### src/hdl/periodic_image_transit_tracker_macros.svh
// Assertion macros for the transit tracker.
`ifndef PERIODIC_IMAGE_TRANSIT_TRACKER_MACROS_SVH
`define PERIODIC_IMAGE_TRANSIT_TRACKER_MACROS_SVH
`ifndef SYNTHESIS
`define PITT_ASSERT(label, clk, rst_n, prop, msg) \
  label: assert property (@(posedge clk) disable iff (!rst_n) (prop)) else $error(msg);
`define PITT_ASSERT_NEVER(label, clk, rst_n, prop, msg) \
  label: assert property (@(posedge clk) disable iff (!rst_n) !(prop)) else $error(msg);
`else
`define PITT_ASSERT(label, clk, rst_n, prop, msg)
`define PITT_ASSERT_NEVER(label, clk, rst_n, prop, msg)
`endif
`endif

### src/hdl/pitt_pkg.sv
// ----------------------------------------------------------------------------
// pitt_pkg
// Types and constants shared by the transit tracker modules.
// ----------------------------------------------------------------------------
package pitt_pkg;
  localparam int unsigned MaxAtomsDef     = 4096;
  localparam int unsigned TransitWidthDef = 16;
  localparam int unsigned QueueDepth      = 2;

  typedef enum logic [1:0] {
    CMD_LOAD   = 2'd0,
    CMD_UPDATE = 2'd1,
    CMD_COMMIT = 2'd2,
    CMD_REWIND = 2'd3
  } cmd_e;

  typedef enum logic [2:0] {
    CFG_INV_X = 3'd0,
    CFG_INV_Y = 3'd1,
    CFG_INV_Z = 3'd2,
    CFG_CART  = 3'd3,
    CFG_COUNT = 3'd4
  } cfg_e;

  typedef enum logic [1:0] {
    ST_IDLE,
    ST_READ,
    ST_EXEC,
    ST_WALK
  } state_e;

  // Front to back beat: classified and scaled item.
  typedef struct packed {
    cmd_e        cmd;
    logic [11:0] id;
    logic        bad;
    logic [31:0] fx;
    logic [31:0] fy;
    logic [31:0] fz;
  } item_t;

  // Round Q16.48 product to Q8.24 with saturation.
  function automatic logic [31:0] round_sat(input logic signed [63:0] p);
    logic signed [64:0] s;
    logic signed [40:0] q;
    s = {p[63], p} + 65'sd8388608;
    q = s[64:24];
    if (q > 41'sd2147483647)       round_sat = 32'h7fffffff;
    else if (q < -41'sd2147483648) round_sat = 32'h80000000;
    else                           round_sat = q[31:0];
  endfunction
endpackage

### src/hdl/pitt_queue.sv
// ----------------------------------------------------------------------------
// pitt_queue
// Short FIFO between front and back.
// ----------------------------------------------------------------------------
module pitt_queue import pitt_pkg::*; (
  input  logic  clk_i,
  input  logic  rst_ni,
  input  logic  push_i,
  input  item_t data_i,
  input  logic  pop_i,
  output logic  empty_o,
  output logic  room_o,
  output item_t data_o
);
  item_t      mem_q [QueueDepth];
  logic       wp_q, rp_q;
  logic [1:0] cnt_q;

  assign empty_o = cnt_q == 2'd0;
  // room only while the queue is empty; front pipe beats are counted in busy_o
  assign room_o  = cnt_q == 2'd0;
  assign data_o  = mem_q[rp_q];

  always_ff @(posedge clk_i or negedge rst_ni) begin
    if (!rst_ni) begin
      wp_q  <= 1'b0;
      rp_q  <= 1'b0;
      cnt_q <= 2'd0;
    end else begin
      if (push_i) wp_q <= ~wp_q;
      if (pop_i)  rp_q <= ~rp_q;
      cnt_q <= cnt_q + 2'(push_i) - 2'(pop_i);
    end
  end

  always_ff @(posedge clk_i) begin
    if (push_i) mem_q[wp_q] <= data_i;
  end
endmodule

### config.mk
export PLATFORM = sky130hd
export DESIGN_NAME = pitt_queue
export DESIGN_NICKNAME = d
export VERILOG_FILES = /design/src/hdl/periodic_image_transit_tracker_macros.svh /design/src/hdl/pitt_pkg.sv /design/src/hdl/pitt_queue.sv
export SDC_FILE = /design/constraint.sdc
export NUM_CORES = 1
export LEC_CHECK = 0
export ABC_AREA = 1
export BUFFER_PORTS_ARGS = -buffer_cell sky130_fd_sc_hd__buf_2
export CAP_MARGIN = 20
export CORE_ASPECT_RATIO = 0.9
export CORE_MARGIN = 8
export CORE_UTILIZATION = 30
export CTS_CLUSTER_SIZE = 16
export DETAILED_ROUTE_END_ITERATION = 7
export GPL_ROUTABILITY_DRIVEN = 0
export PLACE_DENSITY = 0.47
export SLEW_MARGIN = 20
export SYNTH_ARGS = -nofsm -noshare
export SYNTH_HDL_FRONTEND = slang
export SYNTH_SLANG_ARGS = --single-unit
### constraint.sdc
create_clock -name clk_i -period 7.2 [get_ports clk_i]
set_clock_uncertainty 0.05 [all_clocks]
set_input_delay 0.72 -clock clk_i [delete_from_list [all_inputs] [get_ports clk_i]]
set_output_delay 0.72 -clock clk_i [all_outputs]
set_load 0.05 [all_outputs]
==> results.py <==
metrics = {
    "run_status": {
        "outcome": "completed",
    },
    "routing": {
        "drt_iter0_markers": 233,
        "wirelength_mm": 19.2,
        "vias": 5113,
        "ant_nets": 0,
        "drtPass1Iterations": 4,
        "drc": 0,
        "viasPerCell": 4.17,
        "wl_per_cell_um": 15.7,
    },
    "critical_path": {
        "reg2reg_depth": 3,
        "arrival_ps": 2760,
        "start_kind": "register",
        "worst_setup_path_end_kind": "output pin",
        "r2r-end": "mem_q[1][52]",
        "critPathMaxFanout": 54,
        "r2r-start": "wp_q",
        "path_class": "register to output pin",
        "critPathRequiredTime_ps": 6430,
        "reg2reg_slack_ps": 4860,
    },
    "finish": {
        "fillerInstances": 2804,
        "syn_to_final_growth_pct": 25.8,
        "nNetsFinal": 957,
        "drive_gt1_frac": 0.386,
    },
    "die": {
        "core_mm2": 0.0288,
        "die_area_mm2": 0.0348,
        "row_count": 59,
        "num_io_pins": 228,
        "die_x_um": 196,
        "initial_core_util": 0.303,
        "die_y_um": 178,
    },
    "cts": {
        "clock_path_buffers": 3,
        "cts_setup_buffers": 0,
        "worstSkewPairLatency_ps": 510,
        "cts_root_buf": "clkbuf_16",
        "numCtsBuffers": 25,
        "clock-sinks": 226,
        "htreeDepth": 1,
        "clkTransAtPathRegs_ps": 60,
        "tritoncts": "done",
    },
    "synth": {
        "synth.avg_cell_area_um2": 14.4,
        "synth_cells": 605,
        "syn_area_mm2": 0.00872,
        "synth_seq_cells": 226,
        "yosysWarnings": 0,
        "synth.distinct_cells": 14,
        "ys_seq_area_frac": 0.776,
        "syn_nets": 722,
    },
    "timing": {
        "fin_crit_sh": 0.491,
        "hold_viol": 0,
        "period_minus_slack_ps": 3530,
        "relSlewSlack": 0.364,
        "finalMaxSlewViolations": 0,
        "max_freq_ghz": 0.283,
        "whs_ps": 339,
        "tns_ps": 0,
        "setup-violations-final": 0,
        "rsz0062_at_grt": "no",
        "worst_pin_slew_ps": 953,
    },
    "pwr": {
        "power_density_mw_per_mm2": 490,
        "p_leak_nw": 4.63,
        "peakVddDrop_mv": 0.249,
    },
    "global_route": {
        "antenna_found_initial": 8,
        "grt_pass1_vias": 5158,
        "track_usage": 0.107,
        "grt_start_max_net_pins": 98,
        "grt_remaining_overflow": 0,
        "grt_pass1_wl_mm": 29.3,
    },
    "min_path": {
        "hold_path_end": "mem_q[0][32]",
        "min_path_type": "primary input to register",
        "min_path_cells": 1,
        "min_from": "data_i[32]",
    },
    "job": {
        "cap_violations": 0,
    },
    "placed_design": {
        "port_buffers": 227,
        "hpwl_mm": 12.9,
    },
}
[state kept, by name, indices dropped and copies added, names as in the netlist]
name and count:
wp_q 1, cnt_q 2, mem_q 222, rp_q 1
[power breakdown]
| group | switching [W] | leakage, nW | internal (W) | total [W] |
|---|---|---|---|---|
| registers | 0.0000911 | 2.13 | 0.00175 | 0.00184 |
| logic | 0.00185 | 2.11 | 0.000450 | 0.00230 |
| clock network | 0.000492 | 0.393 | 0.000740 | 0.00123 |
[final cells by class]
cell class	count	area, um^2	share of cell area
multi-input cells	235	1280	0.117
flip-flops and latches	226	6770	0.617
diodes	2	5.00	0.000456
well taps	366	458	0.0418
clock inverters	17	159	0.0145
clock buffers	28	637	0.0581
repair buffers	234	1210	0.110
inverters	118	445	0.0406
[timing repair]
| item | in CTS | in global routing |
|---|---|---|
| endpoints found under the hold margin | 4 | 0 |
| gates resized for setup | 0 | 0 |
| hold buffers | 1 | 0 |
[worst max-delay path, stage by stage, from the launching register on]
cell	delay [ps]
dfrtp_4	710
buf_16	300
buf_4	610
nand2_1	140
o21ai_2	120
buf_2	300
[layer usage]
layer	share of wire	global-route usage	vias up
met2	0.41	0.155	198
met4	0.028	0.0316	14
li1	-	-	2525
met1	0.46	0.143	2330
met3	0.099	0.0459	46
met5	0.0040	0	-
[cell usage in the layout, fill, tap and decap left out]
cell type      instances
o21ai_0               51
nand2_1              117
clkbuf_16             25
inv_6                  1
ha_1                   2
xor2_1                 2
o21ai_2               60
clkinv_4               1
clkbuf_1               3
nand3_1                1
inv_4                  1
clkinv_1               7
edfxtp_1             222
nor2_4                 1
buf_4                  5
buf_2                227
clkinv_2               5
nor2_1                 1
dfrtp_4                1
dlygate4sd3_1          1
buf_16                 1
bufinv_16              3
dfrtp_1                3
inv_1                117
diode_2                2
[Yosys cell counts]
cell	number	area, um^2
clkbuf_1	4	15.0
dfrtp_1	4	100
buf_6	15	169
inv_1	118	443
o21ai_0	51	255
ha_1	2	25.0
clkbuf_2	1	5.00
buf_4	6	45.0
nand3_1	1	5.00
nor2_1	2	7.51
edfxtp_1	222	6670
nand2_1	117	439
o21ai_2	60	526
xor2_1	2	17.5
[worst max-delay path by stage]
stage | depth (start not counted) | endpoint | start
floorplan | 2 | mem_q[0][0] | push_i
global route | 5 | data_o[94] | rp_q
finish | 5 | data_o[95] | rp_q
detailed placement | 4 | data_o[110] | rp_q
global placement | 4 | data_o[110] | rp_q
CTS | 4 | data_o[110] | rp_q
[per-stage QoR]
stage,instance area [um^2],instances,utilization,power (W),setup WS [ps]
floorplan,8720,605,-,0.00375,1160
global placement,10100,1177,0.352,0.00421,3840
detailed placement,10100,1177,0.352,0.00421,3840
CTS,10900,1223,0.380,0.00546,3270
global route,11000,1224,0.381,0.00566,3380
finish,11000,1226,0.381,0.00538,3670
[logic make-up after synthesis]
kind of cell             after synthesis  synth area share
AND/OR/NAND/NOR                      120            0.0518
AO/OA/AOI/OAI                        111            0.0896
flip-flops                           226             0.776
XOR/XNOR                               2           0.00201
buffers and inverters                144            0.0776
adder cells (fa/ha/maj)                2           0.00287
Note: power is estimated with default switching activity, not from simulation.
